[src/rtl/core/ihte_pkg.sv]
// Package for the identity hash table engine: sizes, codes and the key mix.
// No dependencies; every core module imports it.
package ihte_pkg;

  localparam int unsigned TableSize = 128;
  localparam int unsigned IdxW      = $clog2(TableSize);
  localparam int unsigned CntW      = IdxW + 1;
  localparam int unsigned Capacity  = (2 * TableSize + 1) / 3;
  localparam int unsigned ProbeShift = 5;

  typedef enum logic [1:0] {
    ACT_LOOKUP = 2'd0,
    ACT_STORE  = 2'd1,
    ACT_REMOVE = 2'd2,
    ACT_SPARE  = 2'd3
  } action_e;

  typedef enum logic [1:0] {
    MARK_EMPTY = 2'd0,
    MARK_LIVE  = 2'd1,
    MARK_TOMB  = 2'd2,
    MARK_RSVD  = 2'd3
  } mark_e;

  typedef enum logic [2:0] {
    ST_HIT        = 3'd0,
    ST_MISS       = 3'd1,
    ST_INSERTED   = 3'd2,
    ST_UPDATED    = 3'd3,
    ST_REMOVED    = 3'd4,
    ST_REMOVE_MISSING = 3'd5,
    ST_FULL       = 3'd6,
    ST_RSVD       = 3'd7
  } status_e;

  typedef enum logic [1:0] {
    BK_IDLE,
    BK_READ,
    BK_CHECK,
    BK_DONE
  } back_state_e;

  // Queue entry handed from front to back.
  typedef struct packed {
    action_e     action;
    logic [63:0] key;
    logic [63:0] value;
    logic [63:0] hash;
  } job_t;

  function automatic logic [63:0] sar64(logic [63:0] a, int unsigned n);
    return $signed(a) >>> n;
  endfunction

  // First half of the mix: steps one to three.
  function automatic logic [63:0] mix_lo(logic [63:0] key);
    logic [63:0] a;
    a = (key + 64'h7ed55d16) + (key << 12);
    a = (a ^ 64'hc761c23c) ^ sar64(a, 19);
    a = (a + 64'h165667b1) + (a << 5);
    return a;
  endfunction

  // Second half of the mix: steps four to six.
  function automatic logic [63:0] mix_hi(logic [63:0] key);
    logic [63:0] a;
    a = (key + 64'hd3a2646c) ^ (key << 9);
    a = (a + 64'hfd7046c5) + (a << 3);
    a = (a ^ 64'hb55a4f09) ^ sar64(a, 16);
    return a;
  endfunction

endpackage

[src/rtl/core/ihte_front.sv]
// Front end: accepts requests and computes the key mix over two stages.
// Depends on ihte_pkg.
module ihte_front import ihte_pkg::*; (
  input  logic        clk_i,
  input  logic        rst_ni,
  input  logic        in_valid_i,
  output logic        in_ready_o,
  input  logic [1:0]  action_i,
  input  logic [63:0] lookup_key_i,
  input  logic [63:0] new_value_i,
  output logic        job_valid_o,
  input  logic        job_ready_i,
  output job_t        job_o
);

  logic        s1_valid_q, s1_valid_d;
  job_t        s1_q;
  logic        s2_valid_q, s2_valid_d;
  job_t        s2_q;
  logic        s2_adv, s1_adv;

  assign s2_adv     = !s2_valid_q || job_ready_i;
  assign s1_adv     = !s1_valid_q || s2_adv;
  assign in_ready_o = s1_adv;

  assign s1_valid_d = s1_adv ? in_valid_i : s1_valid_q;
  assign s2_valid_d = s2_adv ? s1_valid_q : s2_valid_q;

  always_ff @(posedge clk_i or negedge rst_ni) begin
    if (!rst_ni) begin
      s1_valid_q <= 1'b0;
      s2_valid_q <= 1'b0;
    end else begin
      s1_valid_q <= s1_valid_d;
      s2_valid_q <= s2_valid_d;
    end
  end

  always_ff @(posedge clk_i) begin
    if (s1_adv && in_valid_i) begin
      s1_q.action <= action_e'(action_i);
      s1_q.key    <= lookup_key_i;
      s1_q.value  <= new_value_i;
      s1_q.hash   <= mix_lo(lookup_key_i);
    end
    if (s2_adv && s1_valid_q) begin
      s2_q.action <= s1_q.action;
      s2_q.key    <= s1_q.key;
      s2_q.value  <= s1_q.value;
      s2_q.hash   <= mix_hi(s1_q.hash);
    end
  end

  assign job_valid_o = s2_valid_q;
  assign job_o       = s2_q;

endmodule

[config.mk]
export PLATFORM = sky130hd
export DESIGN_NAME = ihte_front
export DESIGN_NICKNAME = d
export VERILOG_FILES = /design/src/rtl/core/ihte_pkg.sv /design/src/rtl/core/ihte_front.sv
export SDC_FILE = /design/constraint.sdc
export NUM_CORES = 1
export LEC_CHECK = 0
export ABC_AREA = 1
export BUFFER_PORTS_ARGS = -buffer_cell sky130_fd_sc_hd__buf_2
export CAP_MARGIN = 20
export CELL_PAD_IN_SITES_DETAIL_PLACEMENT = 1
export CELL_PAD_IN_SITES_GLOBAL_PLACEMENT = 2
export CORE_ASPECT_RATIO = 0.75
export CORE_MARGIN = 8
export CORE_UTILIZATION = 25
export CTS_CLUSTER_SIZE = 20
export DETAILED_ROUTE_END_ITERATION = 16
export PLACE_DENSITY = 0.63
export SETUP_SLACK_MARGIN = 0.5
export SKIP_CTS_REPAIR_TIMING = 1
export SLEW_MARGIN = 20
export SYNTH_ARGS = -nofsm -noshare
export SYNTH_HDL_FRONTEND = slang
export SYNTH_SLANG_ARGS = --single-unit
[constraint.sdc]
create_clock -name clk_i -period 10.4 [get_ports clk_i]
set_clock_uncertainty 0.2 [all_clocks]
set_input_delay 1.04 -clock clk_i [delete_from_list [all_inputs] [get_ports clk_i]]
set_output_delay 1.04 -clock clk_i [all_outputs]
set_load 0.01 [all_outputs]
### After elaboration in Yosys (flattened, before gate mapping)

Cells that the tools add are included.

* bits in registers: 390
* input bits: 134
* output and inout port bits: 196
* word-level logic and storage cells: 28

* $add $sub $neg: 7
* bitwise logic cells: 5
* reduce and logical (&&, ||, !) cells: 6

Operators by type and width (number)
* 64-bit adder: 3
* 64-bit XOR: 3
* 64-bit by 32-bit adder with 64-bit output, second input constant: 2
* 64-bit by 29-bit adder with 64-bit output, second input constant: 1
* 64-bit by 31-bit adder with 64-bit output, second input constant: 1
* 16-bit NOT: 1
* 15-bit NOT: 1
* 1-bit logical AND: 2
* 1-bit logical NOT: 2
* 1-bit logical OR: 2

### Depth between registers and ports, before layout

* depth in word-level cells: 6
* depth in mapped cells: 35
* mapped depth without buffers: 35

### Least setup slack after synthesis

OpenSTA, ideal clock, no wires.

* path type: input-to-reg
* start point: input port job_ready_i
* end point: register s2_q, in the netlist job_o[0] (enable)
* library setup time: 810 ps
* arrival time: 10334 ps
* setup slack: -945 ps
* stages on the path: 2
* path buffers: 0
* cell sequence: inv_1 > a21oi_1

* cells in the longest elaborated chain, start to end: 2

Ends and longest elaborated chain
* from (decl): line ihte_front.sv:12 `input logic job_ready_i,`
* 1-bit logical OR: line ihte_front.sv:22 `assign s2_adv = !s2_valid_q || job_ready_i;`
* 1-bit logical AND: line ihte_front.sv:46 `if (s2_adv && s1_valid_q) begin`
* to (decl): line ihte_front.sv:19 `job_t s2_q;`

No other way between the ends.
A chain may end at the register's enable or synchronous reset.

### Worst setup path in the final report

* start point: input port lookup_key_i[26]
* end point: register s1_q[49] (netlist name) (data pin)

* cells in the longest elaborated chain, start to end: 6

Ends and longest elaborated chain
* from (decl): line ihte_front.sv:9 `input logic [63:0] lookup_key_i,`
* 64-bit by 31-bit adder with 64-bit output: line ihte_pkg.sv:58 `a = (key + 64'h7ed55d16) + (key << 12);`
* 64-bit adder (*): line ihte_pkg.sv:58
* 15-bit NOT (no line)
* 64-bit XOR (*): line ihte_pkg.sv:59 `a = (a ^ 64'hc761c23c) ^ sar64(a, 19);`
* 64-bit by 29-bit adder with 64-bit output: line ihte_pkg.sv:60 `a = (a + 64'h165667b1) + (a << 5);`
* 64-bit adder (*): line ihte_pkg.sv:60
* to (decl): line ihte_front.sv:17 `job_t s1_q;`

Mark *: on every way between the ends. The rest lies on a longest branch, timed or not.

==> metrics.md <==
| Metric | Value |
|---|---|
| Top cells by area in the synthesized netlist | `sky130_fd_sc_hd__edfxtp_1, sky130_fd_sc_hd__ha_1, sky130_fd_sc_hd__nand2_1, sky130_fd_sc_hd__inv_1, sky130_fd_sc_hd__xor2_1` |
| Start point of the worst hold path | `s1_q[147]$_DFFE_PP_` |
| Total Negative Setup Slacks | `0 ns` |
| Maximum buffer depth of the clock tree | `3` |
| Cell with the most instances after synthesis | `sky130_fd_sc_hd__nand2_1` |
| Post-synthesis instance area | `0.03106 mm2` |
| Signed area change from the synthesized netlist to the final layout | `16.31%` |
| RSZ-0062 raised after global routing | `no` |
| Most instantiated cells after synthesis | `sky130_fd_sc_hd__nand2_1, sky130_fd_sc_hd__inv_1, sky130_fd_sc_hd__nor2_1, sky130_fd_sc_hd__edfxtp_1, sky130_fd_sc_hd__ha_1` |
| Clock tree from TritonCTS | `done` |
| Floorplan die height | `321.3 um` |
| Vias in the first global route | `27.72k` |
| Share of synthesized area occupied by flip-flops and latches | `0.3758` |
| Slew margin rel. | `0.2874` |
| Initial antenna violation count | `3` |
| Clock tree root buffer cell | `sky130_fd_sc_hd__clkbuf_16` |
| Num rows | `112` |
| Crit start category | `primary input` |
| Final hold slack | `0.1948 ns` |
| Crit end category | `register` |
| Clock Pin Slew Worst Setup and Hold Paths | `0.06 ns` |
| Die Outline Area | `0.1359 mm2` |
| Flip-flop cell with the highest count after synthesis | `sky130_fd_sc_hd__edfxtp_1` |
| Register-to-register path setup slack | `3.46 ns` |
| Final-layout fill cell count | `14.87k` |
| Final critical-path share of the clock period | `0.6728` |
| Final nets | `4626` |
| Flop and latch count out of synthesis | `389` |
| Nets in the synthesized netlist | `4263` |
| Reg-to-Reg End | `job_o[54]$_DFFE_PP_` |
| DRC violation count after routing | `0` |
| Ratio of routed vias to standard cells | `4.636` |
| Die X | `423.0 um` |
| Via count | `27.10k` |
| Max Cap Violations | `0` |
| Yosys top cell area share | `0.3741` |
| Terminating pin of the worst hold path | `job_o[147]$_DFFE_PP_` |
| Final Hold Viols | `0` |
| Port buffer count | `328` |
| Type of the tightest min-delay check | `register to register` |
| Post-synthesis average cell area | `8.187 um2` |
| Final setup vio count | `0` |
| Critical path required time | `10.55 ns` |
| Fraction of layout cells with a size suffix above 1 | `0.1095` |
| Crit path time final | `6.997 ns` |
| Routed WL per cell | `20.74 um` |
| Clock Sink Count | `389` |
| Number of placed I/O pins | `330` |
| Total instance count after detailed placement | `5763` |
| First-pass DRT Iterations | `5` |
| Number of CTS-inserted buffers | `44` |
| Global-route wire length before repair | `181600 um` |
| Number of H-tree branching levels | `2` |
| Synthesized netlist cell count | `3794` |
| Crit Path Max Fanout | `4` |
| Placed Instance Area | `0.03471 mm2` |
| Global-route usage over all layers | `0.1735` |
| Depth of the worst register-to-register path | `26` |
| Result of the run | `finished clean` |
| Number of pins with negative max-slew slack in the final report | `0` |
| Area of the multi-input gates | `0.01712 mm2` |
| Signal arrival time at the worst endpoint | `7.15 ns` |
| Total global routing overflow | `0` |
| Pin count of the biggest net entering global routing | `75` |
| Area used by sequential logic in the layout | `0.01167 mm2` |
| Core ar. | `0.1239 mm2` |
| Highest clock rate | `142.9 MHz` |
| Path type of the worst setup path | `primary input to register` |
| Async set-reset flop share out of synthesis | `0.005141` |
| Number of standard cells in the final layout excluding fillers | `5846` |
| DR iter-0 viols | `1889` |
| Cell type with the highest aggregate area in the netlist | `sky130_fd_sc_hd__edfxtp_1` |
| Clock latency reported for the late side of the worst-skew pair | `0.64 ns` |
| Worst hold path cell count | `0` |
| Count of flip-flops with a built-in enable after synthesis | `387` |
| Final instance area | `0.03613 mm2` |
| Initial cell density of the core | `0.2507` |
| Post-detailed-placement half-perimeter wirelength | `104500 um` |
| Reg-to-reg startpoint | `s1_q[2]$_DFFE_PP_` |
| Count of distinct cell types in the synthesized netlist | `62` |
| Yosys warnings | `0` |
| Slew at the pin closest to its max-slew limit | `1.065 ns` |
| Wire length after detailed routing | `121200 um` |
| Final estimated routing congestion in global placement | `0.8876` |
| Antenna-violating nets left | `0` |
## area by class of cell
type / count / area share
repair buffers: 335 / 0.04696
inverters: 575 / 0.05995
flip-flops and latches: 389 / 0.3231
clock inverters: 22 / 0.006857
well taps: 1653 / 0.05725
clock buffers: 59 / 0.03204
multi-input cells: 2812 / 0.4738
diodes: 1 / 0.00006927
## critical path, cell delays in order
cell and delay, ns:
sky130_fd_sc_hd__buf_2 0.14, sky130_fd_sc_hd__inv_1 0.12, sky130_fd_sc_hd__ha_1 0.34, sky130_fd_sc_hd__inv_1 0.07, sky130_fd_sc_hd__ha_1 0.37, sky130_fd_sc_hd__nand2_1 0.10
sky130_fd_sc_hd__nand2_1 0.08, sky130_fd_sc_hd__a21boi_0 0.42, sky130_fd_sc_hd__o21bai_1 0.15, sky130_fd_sc_hd__a21oi_1 0.39, sky130_fd_sc_hd__nand3_1 0.35, sky130_fd_sc_hd__xor2_1 0.68
sky130_fd_sc_hd__xor2_1 0.36, sky130_fd_sc_hd__inv_1 0.09, sky130_fd_sc_hd__ha_1 0.28, sky130_fd_sc_hd__inv_1 0.04, sky130_fd_sc_hd__ha_1 0.36, sky130_fd_sc_hd__a21oi_1 0.27
sky130_fd_sc_hd__o21ai_0 0.18, sky130_fd_sc_hd__a21oi_1 0.39, sky130_fd_sc_hd__o21ai_0 0.25, sky130_fd_sc_hd__a21oi_1 0.41, sky130_fd_sc_hd__nand2_1 0.11, sky130_fd_sc_hd__nand2_1 0.08
sky130_fd_sc_hd__nand2_1 0.07
## state kept, by name (all words and copies together) (netlist names)
name         flops
job_valid_o      1
job_o          193
s1_valid_q       1
s1_q           194
## per-layer routing
layer,vias to the layer above,global-route usage,routed length (um)
li1,13360,-,-
met1,13100,0.2716,65490
met2,573,0.2456,46600
met3,70,0.03848,7862
met4,2,0.02253,1257
met5,-,0,13
## worst max-delay path by stage
stage	endpoint	startpoint	slack, ns	cells past startpoint
6_report	s1_q[49]$_DFFE_PP_	lookup_key_i[26]	3.40	25
2_1_floorplan	job_o[0]$_DFFE_PP_	job_ready_i	3.03	2
3_5_place_dp	s1_q[61]$_DFFE_PP_	lookup_key_i[28]	2.87	24
4_1_cts	s1_q[61]$_DFFE_PP_	lookup_key_i[28]	3.51	24
3_3_place_gp	s1_q[61]$_DFFE_PP_	lookup_key_i[26]	2.71	25
5_1_grt	s1_q[41]$_DFFE_PP_	lookup_key_i[6]	2.99	27
## per-stage QoR
stage / setup slack [ns] / utilization
after global placement: 2.714 / 0.2802
after CTS: 3.515 / 0.2915
final: 3.403 / 0.2916
after global routing: 2.987 / 0.2916
after floorplan: 3.030 / -
after detailed placement: 2.866 / 0.2802
## cells in the final DEF (no fill, tap or decap), drive strengths merged, types with 4 or more instances in the layout
| cell | count |
|---|---|
| a211oi | 7 |
| a21boi | 11 |
| a31oi | 14 |
| nand2 | 794 |
| ha | 334 |
| a221oi | 4 |
| nor4 | 15 |
| inv | 576 |
| o211ai | 9 |
| edfxtp | 387 |
| o21ai | 177 |
| nor3 | 59 |
| nand3 | 175 |
| o21a | 32 |
| buf | 334 |
| nand3b | 23 |
| xor2 | 246 |
| nand4 | 23 |
| a21oi | 268 |
| clkinv | 17 |
| o21bai | 22 |
| nor2 | 447 |
| clkbuf | 59 |
| xnor2 | 107 |
| a21o | 22 |
## cell families after synthesis
kind of cell	after synthesis	share of synthesized area
simple gates	1542	0.2062
buf+inv	593	0.07351
compound gates	581	0.1063
flops	389	0.3758
xor+xnor	353	0.1029
fa+ha+maj	335	0.1352
other cells	1	0.0001207
Power is not shown: default switching activity piles up to over one toggle a cycle in this logic, so the estimate is an artifact.
