===== config.mk =====
export PLATFORM = sky130hd
export DESIGN_NAME = ihte_queue
export DESIGN_NICKNAME = d
export VERILOG_FILES = /design/src/rtl/core/ihte_pkg.sv /design/src/rtl/core/ihte_queue.sv
export SDC_FILE = /design/constraint.sdc
export NUM_CORES = 1
export LEC_CHECK = 0
export BUFFER_PORTS_ARGS = -buffer_cell sky130_fd_sc_hd__buf_4
export CORE_ASPECT_RATIO = 0.75
export CORE_MARGIN = 2
export CORE_UTILIZATION = 57
export CTS_BUF_LIST = sky130_fd_sc_hd__clkbuf_16
export CTS_CLUSTER_SIZE = 14
export DETAILED_ROUTE_END_ITERATION = 8
export GPL_TIMING_DRIVEN = 0
export PLACE_DENSITY = 0.85
export SYNTH_ARGS = -nofsm -noshare
export SYNTH_HDL_FRONTEND = slang
export SYNTH_SLANG_ARGS = --single-unit

===== constraint.sdc =====
create_clock -name clk_i -period 21.7 [get_ports clk_i]
set_input_delay 4.34 -clock clk_i [delete_from_list [all_inputs] [get_ports clk_i]]
set_output_delay 4.34 -clock clk_i [all_outputs]
set_load 0.05 [all_outputs]

===== src/rtl/core/ihte_pkg.sv =====
// Package for the identity hash table engine: sizes, codes and the key mix.
// No dependencies; every core module imports it.
package ihte_pkg;

  localparam int unsigned TableSize = 128;
  localparam int unsigned IdxW      = $clog2(TableSize);
  localparam int unsigned CntW      = IdxW + 1;
  localparam int unsigned Capacity  = (2 * TableSize + 1) / 3;
  localparam int unsigned ProbeShift = 5;

  typedef enum logic [1:0] {
    ACT_LOOKUP = 2'd0,
    ACT_STORE  = 2'd1,
    ACT_REMOVE = 2'd2,
    ACT_SPARE  = 2'd3
  } action_e;

  typedef enum logic [1:0] {
    MARK_EMPTY = 2'd0,
    MARK_LIVE  = 2'd1,
    MARK_TOMB  = 2'd2,
    MARK_RSVD  = 2'd3
  } mark_e;

  typedef enum logic [2:0] {
    ST_HIT        = 3'd0,
    ST_MISS       = 3'd1,
    ST_INSERTED   = 3'd2,
    ST_UPDATED    = 3'd3,
    ST_REMOVED    = 3'd4,
    ST_REMOVE_MISSING = 3'd5,
    ST_FULL       = 3'd6,
    ST_RSVD       = 3'd7
  } status_e;

  typedef enum logic [1:0] {
    BK_IDLE,
    BK_READ,
    BK_CHECK,
    BK_DONE
  } back_state_e;

  // Queue entry handed from front to back.
  typedef struct packed {
    action_e     action;
    logic [63:0] key;
    logic [63:0] value;
    logic [63:0] hash;
  } job_t;

  function automatic logic [63:0] sar64(logic [63:0] a, int unsigned n);
    return $signed(a) >>> n;
  endfunction

  // First half of the mix: steps one to three.
  function automatic logic [63:0] mix_lo(logic [63:0] key);
    logic [63:0] a;
    a = (key + 64'h7ed55d16) + (key << 12);
    a = (a ^ 64'hc761c23c) ^ sar64(a, 19);
    a = (a + 64'h165667b1) + (a << 5);
    return a;
  endfunction

  // Second half of the mix: steps four to six.
  function automatic logic [63:0] mix_hi(logic [63:0] key);
    logic [63:0] a;
    a = (key + 64'hd3a2646c) ^ (key << 9);
    a = (a + 64'hfd7046c5) + (a << 3);
    a = (a ^ 64'hb55a4f09) ^ sar64(a, 16);
    return a;
  endfunction

endpackage


===== src/rtl/core/ihte_queue.sv =====
// Two-entry queue between the front end and the probe engine.
// Depends on ihte_pkg.
module ihte_queue import ihte_pkg::*; (
  input  logic clk_i,
  input  logic rst_ni,
  input  logic wr_valid_i,
  output logic wr_ready_o,
  input  job_t wr_data_i,
  output logic rd_valid_o,
  input  logic rd_ready_i,
  output job_t rd_data_o
);

  job_t       mem_q [2];
  logic       wptr_q, wptr_d, rptr_q, rptr_d;
  logic [1:0] cnt_q, cnt_d;
  logic       wr_en, rd_en;

  assign wr_ready_o = (cnt_q != 2'd2);
  assign rd_valid_o = (cnt_q != 2'd0);
  assign wr_en      = wr_valid_i && wr_ready_o;
  assign rd_en      = rd_valid_o && rd_ready_i;
  assign rd_data_o  = mem_q[rptr_q];

  assign wptr_d = wr_en ? !wptr_q : wptr_q;
  assign rptr_d = rd_en ? !rptr_q : rptr_q;
  assign cnt_d  = cnt_q + {1'b0, wr_en} - {1'b0, rd_en};

  always_ff @(posedge clk_i or negedge rst_ni) begin
    if (!rst_ni) begin
      wptr_q <= 1'b0;
      rptr_q <= 1'b0;
      cnt_q  <= 2'd0;
    end else begin
      wptr_q <= wptr_d;
      rptr_q <= rptr_d;
      cnt_q  <= cnt_d;
    end
  end

  always_ff @(posedge clk_i) begin
    if (wr_en) mem_q[wptr_q] <= wr_data_i;
  end

  assert property (@(posedge clk_i) disable iff (!rst_ni) cnt_q != 2'd3)
    else $error("queue count out of range");
  assert property (@(posedge clk_i) disable iff (!rst_ni)
    (wr_en && !rd_en) |=> cnt_q == $past(cnt_q) + 2'd1)
    else $error("queue count missed a write");

endmodule


* Word-level counts from Yosys, hierarchy flattened *
Memory sizes are Yosys's and may differ from the RTL's.
Index checks and enable logic that the tools add are counted.

storage, ports and cells
  bits in registers = 4
  bits in writable memories = 388
  input port bits = 198
  output and inout bits = 196
  logic and storage cells = 14
  memories = 1

memory list
  memory  depth  bits a word  read ports  clocked after memory_dff  write ports  line              source
  mem_q   2      194          1           0                         1            ihte_queue.sv:14  job_t mem_q [2];

operators by class
  add/sub/neg operators = 2
  equal/unequal tests = 1
  multiplexer cells = 2
  reductions and logical operators = 5

operators by type and width
  kind                  number
  $add A2 B1 Y2         1
  $logic_and A1 B1 Y1   2
  $logic_not A1 Y1      2
  $mux W1               2
  $ne A2 B2 Y1 const B  1
  $reduce_bool A2 Y1    1
  $sub A2 B1 Y2         1

* Longest topological paths before layout *
Gate-level depths: netlist of run 1.

  depth in word-level cells = 4
  gate-level depth with buffers = 5
  mapped depth without buffers = 5

* Least setup slack after synthesis of run 1 *
OpenSTA, ideal clock, no wires.

  path kind = in2reg
  from = input port wr_valid_i
  to = memory mem_q[0][0] (netlist name) (enable)
  setup time = 752 ps
  data arrival time = 12477 ps
  required time = 20948 ps
  setup slack = 8471 ps
  cell stages on the path = 2
  path buffers = 0
  cell sequence = nand2_1 > nor2_1

on the way
  longest elaborated chain between the ends = 3

RTL lines
  item                           line              source
  from (decl)                    ihte_queue.sv:6   input logic wr_valid_i,
  $logic_and A1 B1 Y1            ihte_queue.sv:21  assign wr_en = wr_valid_i && wr_ready_o;
  $mux W1                        ihte_queue.sv:42  if (wr_en) mem_q[wptr_q] <= wr_data_i;
  $mux W1 (not written as such)  ihte_queue.sv:42
  to (decl)                      ihte_queue.sv:14

No other way between the ends.

==> impl_metrics.toml, run 1 <==
[logic_synthesis]
ys_seq_area_share_pct = 79.2
yosysUniqueCellTypes = 19
synth_seq_cells = 392
ys_warn_count = 0
syn_avg_cell_area_um2 = 23.7
synth_area_um2 = 14800
syn-instance-count = 626
synth_fp_nets = 825

[global_routing]
gr-total-overflow = 0
use_met1_pct = 24.6
antenna_found_initial = 1
grt_max_degree = 66
first_global_vias = 7671
gr-usage-met2_pct = 40.2
grt_pass1_wl_um = 44600
grtUsageTotal_pct = 22.1
grt_busiest_layer = "met2"
grtUsageMet3_pct = 7.91

[place]
globalplace.congestion = 0.753
numPortBuffers = 393
dp_hpwl_um = 22200
placed_cell_area_um2 = 18500

[die]
core-area_um2 = 25800
die_w_um = 190
die_area_um2 = 27400
std_cell_rows = 51
start_util_pct = 57.6
num_io_pins = 394
die_h_um = 144

[layout]
final_area_um2 = 19600
n_fill_cell = 1472
nets = 1268
area_growth_pct = 32.0
multi_input_area_um2 = 2880
ff_latch_area_um2 = 11800
drive_gt1_share_pct = 61.6

[clock_tree]
cts_tree = "done"
htree_levels = 2
insertion_delay_ns = 0.51
cts_made_buffers = 38
clkTransAtPathRegs_ns = 0.06
cts.sink_count = 392
holdBufCountCts = 0
post-cts-setup-buffer-count = 0
cts_resized = 0
ctsRootBufferMaster = "clkbuf_16"
cts_buffer_depth = 3

[detailed_routing]
drt_iter0_drc = 426
vias = 7497
wl_um = 31400
ant_nets = 0
post_drt_wl_per_cell_um = 21.8
firstDrtPassIters = 4
drc = 0
vias_per_cell = 5.20

[pwr]
powerDensity_nw_per_um2 = 161
leakage_nw = 7.81
finalPower_w = 0.00316
peakVddDrop_v = 0.000110

[timing]
rsz0062_at_grt = "false"
tns_ns = 0
finalMaxSlewViolations = 0
max_freq_mhz = 161
hold_viol = 0
finalSetupViolCount = 0
fin_crit_ns = 6.23
skew_ns = 0.0164
min_period_over_period_pct = 28.7
slew-limit-headroom_pct = 59.5
tightestPinTransition_ns = 0.608

[critical_path]
critPathLaunchType = "flip-flop"
crit_arrival_ns = 1.89
ff2ff_path_depth = 7
cp_max_fo = 10
required_ns = 17.36
path_class = "flip-flop to output pin"
rrSetupSlack_ns = 19.25
reg2reg_from = "cnt_q[0]$_DFF_PN0_"
reg2reg_to = "mem_q[0][158]$_DFFE_PP_"
crit_path_end_kind = "output pin"

[outcome]
outcome = "finished, final reports clean"

[hold_path]
hold_path.class = "flip-flop to flip-flop"
hold_end = "wptr_q$_DFFE_PN0P_"
min-delay-start = "wptr_q$_DFFE_PN0P_"
hold_path_depth = 1

[run]
drv_cap = 0
==> flip-flops by register name, summed over array words and instances, names as in the netlist <==
register and count:
cnt_q 2, rptr_q 1, wptr_q 1, mem_q 388
==> kinds of logic (layout without fill, tap and decap cells) <==
group / count (synthesis) / after routing / synth area share, %
flip-flops: 392 / 392 / 79.2
multiplexers: 194 / 194 / 18.5
buffers and inverters: 22 / 494 / 1.50
AND/OR/NAND/NOR: 11 / 11 / 0.396
AO/OA/AOI/OAI: 3 / 3 / 0.160
XOR/XNOR: 3 / 3 / 0.177
adder cells (fa/ha/maj): 1 / 1 / 0.0843
other: 0 / 1 / 0
==> Yosys cell counts <==
library cell / instances / area (um2)
a311oi_1: 1 / 8.76
and3_1: 1 / 6.26
buf_2: 4 / 20.0
buf_6: 18 / 203
dfrtp_1: 4 / 100
edfxtp_1: 388 / 11700
ha_1: 1 / 12.5
mux2_2: 44 / 495
mux2_4: 150 / 2250
nand2_1: 2 / 7.51
nand2b_1: 1 / 6.26
nand3_1: 1 / 5.00
nor2_1: 3 / 11.3
nor2b_1: 1 / 6.26
nor4bb_1: 1 / 10.0
o21ai_0: 1 / 5.00
o21ba_2: 1 / 10.0
or2_2: 1 / 6.26
xnor2_1: 3 / 26.3
==> area by class of cell <==
cell class / instances / area share (%)
clock buffers: 39 / 4.98
repair buffers: 403 / 16.2
diodes: 1 / 0.0128
flip-flops and latches: 392 / 60.0
multi-input cells: 212 / 14.7
clock inverters: 30 / 0.722
well taps: 344 / 2.20
plain buffers: 22 / 1.14
==> cell usage in the layout, fill, tap and decap left out, drive strengths merged <==
cell type,instances
a311oi,1
nand2b,1
buf,425
nand2,2
clkinv,22
nor2,3
or2,1
edfxtp,388
and3,1
nor2b,1
o21ba,1
inv,8
o21ai,1
nand3,1
xnor2,3
diode,1
mux2,194
dfrtp,4
nor4bb,1
clkbuf,39
ha,1
==> report_power, final <==
group,switching [W],total [W],internal (W)
sequential,0.0000420,0.00107,0.00103
clock,0.000261,0.000588,0.000327
combinational,0.000954,0.00150,0.000542
==> worst max-delay path by stage <==
stage,cells past startpoint,slack (ns),from,to
floorplan,2,8.47,wr_valid_i,mem_q[0][0]$_DFFE_PP_
global placement,3,3.83,wr_valid_i,mem_q[0][163]$_DFFE_PP_
detailed placement,7,15.38,wr_valid_i,mem_q[0][175]$_DFFE_PP_
CTS,5,15.41,rptr_q$_DFFE_PN0P_,rd_data_o[132]
global route,5,15.37,rptr_q$_DFFE_PN0P_,rd_data_o[125]
finish,5,15.47,rptr_q$_DFFE_PN0P_,rd_data_o[73]
==> layer usage <==
metal / routed length (um) / up-vias
met5: 0 / -
met3: 2980 / 55
met2: 16500 / 330
li1: - / 3386
met4: 648 / 0
met1: 11300 / 3726
==> critical path, stage by stage (launching register included) <==
cell     delay, ns
dfrtp_1       0.34
buf_6         0.12
buf_6         0.19
buf_6         0.21
mux2_4        0.32
buf_4         0.20
==> per-stage QoR <==
stage / util (%) / instances / hold WS (ns) / worst slack (ns)
after floorplan: - / 626 / 0.460 / 8.47
after global placement: 70.7 / 1363 / 0.476 / 3.83
after detailed placement: 71.6 / 1373 / 0.557 / 15.38
after CTS: 76.0 / 1442 / 0.571 / 15.41
after global routing: 76.0 / 1442 / 0.602 / 15.37
final: 76.0 / 1443 / 0.569 / 15.47
No activity file was read; power rests on OpenSTA's default activity.
==> run 2: changes to the inputs <==
Settings changed: CORE_UTILIZATION 57 to 47, PLACE_DENSITY 0.85 to 0.75.
Clock period 21.7 ns to 5.4 ns, I/O delays scaled along.
==> run 2 against run 1 <==
Setup slack worse by 13 ns. Clock power grew to 4.3 times the previous value. Highest routed layer is now met5. Combinational power grew to 4.0 times the previous value. Largest power group unchanged. Routed wire length is 0.78% lower. Flip-flop and latch count stayed put. Largest cell class unchanged.
==> impl_metrics.toml, run 2 (synthesis gave the netlist of run 1 again) <==
[outcome]
outcome = "finished, final reports clean"

[clock_tree]
holdBufCountCts = 0
cts.sink_count = 392
ctsRootBufferMaster = "clkbuf_16"
cts_resized = 0
htree_levels = 2
cts_buffer_depth = 3
cts_made_buffers = 38
post-cts-setup-buffer-count = 0
insertion_delay_ns = 0.52
cts_tree = "done"
clkTransAtPathRegs_ns = 0.06

[layout]
top_register = "mem_q"
final_cell_mix = "393 x buf_4, 388 x edfxtp_1, 150 x mux2_4"
nets = 1268
final_area_um2 = 19700
layoutNonFillerInstCount = 1505
ff_latch_area_um2 = 11800
postLayoutCoreUtil_pct = 63.3
n_fill_cell = 2167
drive_gt1_share_pct = 61.5
final_common_cell = "buf_4"
largest_register_ffs = 388
multi_input_area_um2 = 2880
reg_top3 = "mem_q: 388 flops, cnt_q: 2 flops"
area_growth_pct = 33.0

[critical_path]
reg2reg_from = "cnt_q[0]$_DFF_PN0_"
ff2ff_path_depth = 6
crit_path_end_kind = "output pin"
critPathTopFamily = "buffers and inverters"
reg2reg_to = "mem_q[0][130]$_DFFE_PP_"
crit_arrival_ns = 1.94
rrSetupSlack_ns = 2.88
cpMaxStageDelayCell = "dfrtp_1"
required_ns = 4.32
slowest_delay_ns = 0.34
path_class = "flip-flop to output pin"
path_depth = 5
cp_max_fo = 10
crit_chain = "buf_6 -> buf_6 -> buf_6 -> mux2_4 -> buf_4"
critPathLaunchType = "flip-flop"
crit_buf_inv = 4
critPathMostFrequentCell = "buf_6"

[pwr]
peakVddDrop_v = 0.000428
p_clk_share_pct = 19.6
p_seq_share_pct = 33.6
powerDensity_nw_per_um2 = 650
switchingPower_w = 0.00505
swShare_pct = 39.3
leakage_nw = 7.83
p_comb_share_pct = 46.8
p_int_w = 0.00778

[detailed_routing]
drt_iter0_drc = 461
post_drt_wl_per_cell_um = 20.7
drc = 0
vias_per_cell = 4.86
wl_um = 31200
vias = 7309
firstDrtPassIters = 4
ant_nets = 0

[die]
core-area_um2 = 31200
die_area_um2 = 33000
start_util_pct = 47.6
std_cell_rows = 56
die_h_um = 158
num_io_pins = 394
die_w_um = 209

[global_routing]
grt_max_degree = 64
first_global_vias = 7383
antenna_found_initial = 3
gr-total-overflow = 0
grtUsageTotal_pct = 18.0
grt_pass1_wl_um = 44100

[hold_path]
hold_path.class = "input pin to asynchronous set/reset pin"

[timing]
finalSetupViolCount = 0
fin_crit_ns = 3.02
rsz0062_at_grt = "false"
finalMaxSlewViolations = 0
hold_viol = 0
slew-limit-headroom_pct = 37.4
skew_ns = 0.0134
tightestPinTransition_ns = 0.937
min_period_over_period_pct = 55.9
setup_ws_ns = 2.38
max_freq_mhz = 332

[place]
placed_cell_area_um2 = 18600
dp_hpwl_um = 22000
numPlacedInstances = 1435
numPortBuffers = 393
place_ws_ns = 2.24
globalplace.congestion = 0.737

[run]
drv_cap = 0
run 2: cell types whose count changed in the layout (fill, tap and decap cells not counted):
cell       before  now
bufinv_16       0    3
clkinv_4        2    0
buf_12          6    5
inv_6           1    2
buf_16          4    5
clkinv_2       11    8
clkinv_1        9   10
inv_1           7    6
diode_2         1    2
run 2: power by group through the flow:
stage	clock network (W)	registers [W]	logic (W)
6_report	0.00252	0.00431	0.00601
2_1_floorplan	0	0.00440	0.00435
5_1_grt	0.00270	0.00436	0.00623
4_1_cts	0.00259	0.00432	0.00607
3_5_place_dp	0	0.00438	0.00606
3_3_place_gp	0	0.00446	0.00590
run 2: cell type report:
type / instances / area share [%]
clock buffers: 39 / 4.94
repair buffers: 403 / 16.2
plain buffers: 22 / 1.13
multi-input cells: 212 / 14.6
diodes: 2 / 0.0254
clock inverters: 29 / 1.05
flip-flops and latches: 392 / 59.5
well taps: 406 / 2.57
run 2: per-layer routing:
metal / GRT usage, % / wire length [um] / vias to the layer above
met1: 22.1 / 12500 / 3622
met4: 5.78 / 643 / 2
li1: - / - / 3393
met5: 0 / 13 / -
met3: 7.20 / 2770 / 41
met2: 29.6 / 15200 / 251
run 2: worst max-delay path by stage:
stage / start / endpoint / slack [ns]
2_1_floorplan: wr_valid_i / mem_q[0][0]$_DFFE_PP_ / 0.89
3_3_place_gp: wr_valid_i / mem_q[0][129]$_DFFE_PP_ / -0.92
3_5_place_dp: wr_valid_i / mem_q[0][130]$_DFFE_PP_ / 2.24
4_1_cts: rptr_q$_DFFE_PN0P_ / rd_data_o[64] / 2.32
5_1_grt: rptr_q$_DFFE_PN0P_ / rd_data_o[64] / 2.29
6_report: rptr_q$_DFFE_PN0P_ / rd_data_o[64] / 2.38
run 2: through the flow:
| stage | setup TNS, ns | total power, W | hold slack (ns) |
|---|---|---|---|
| 5_1_grt | 0 | 0.0133 | 0.323 |
| 3_5_place_dp | 0 | 0.0104 | 0.556 |
| 6_report | 0 | 0.0128 | 0.354 |
| 3_3_place_gp | -175.79 | 0.0104 | 0.528 |
| 2_1_floorplan | 0 | 0.00875 | 0.514 |
| 4_1_cts | 0 | 0.0130 | 0.323 |
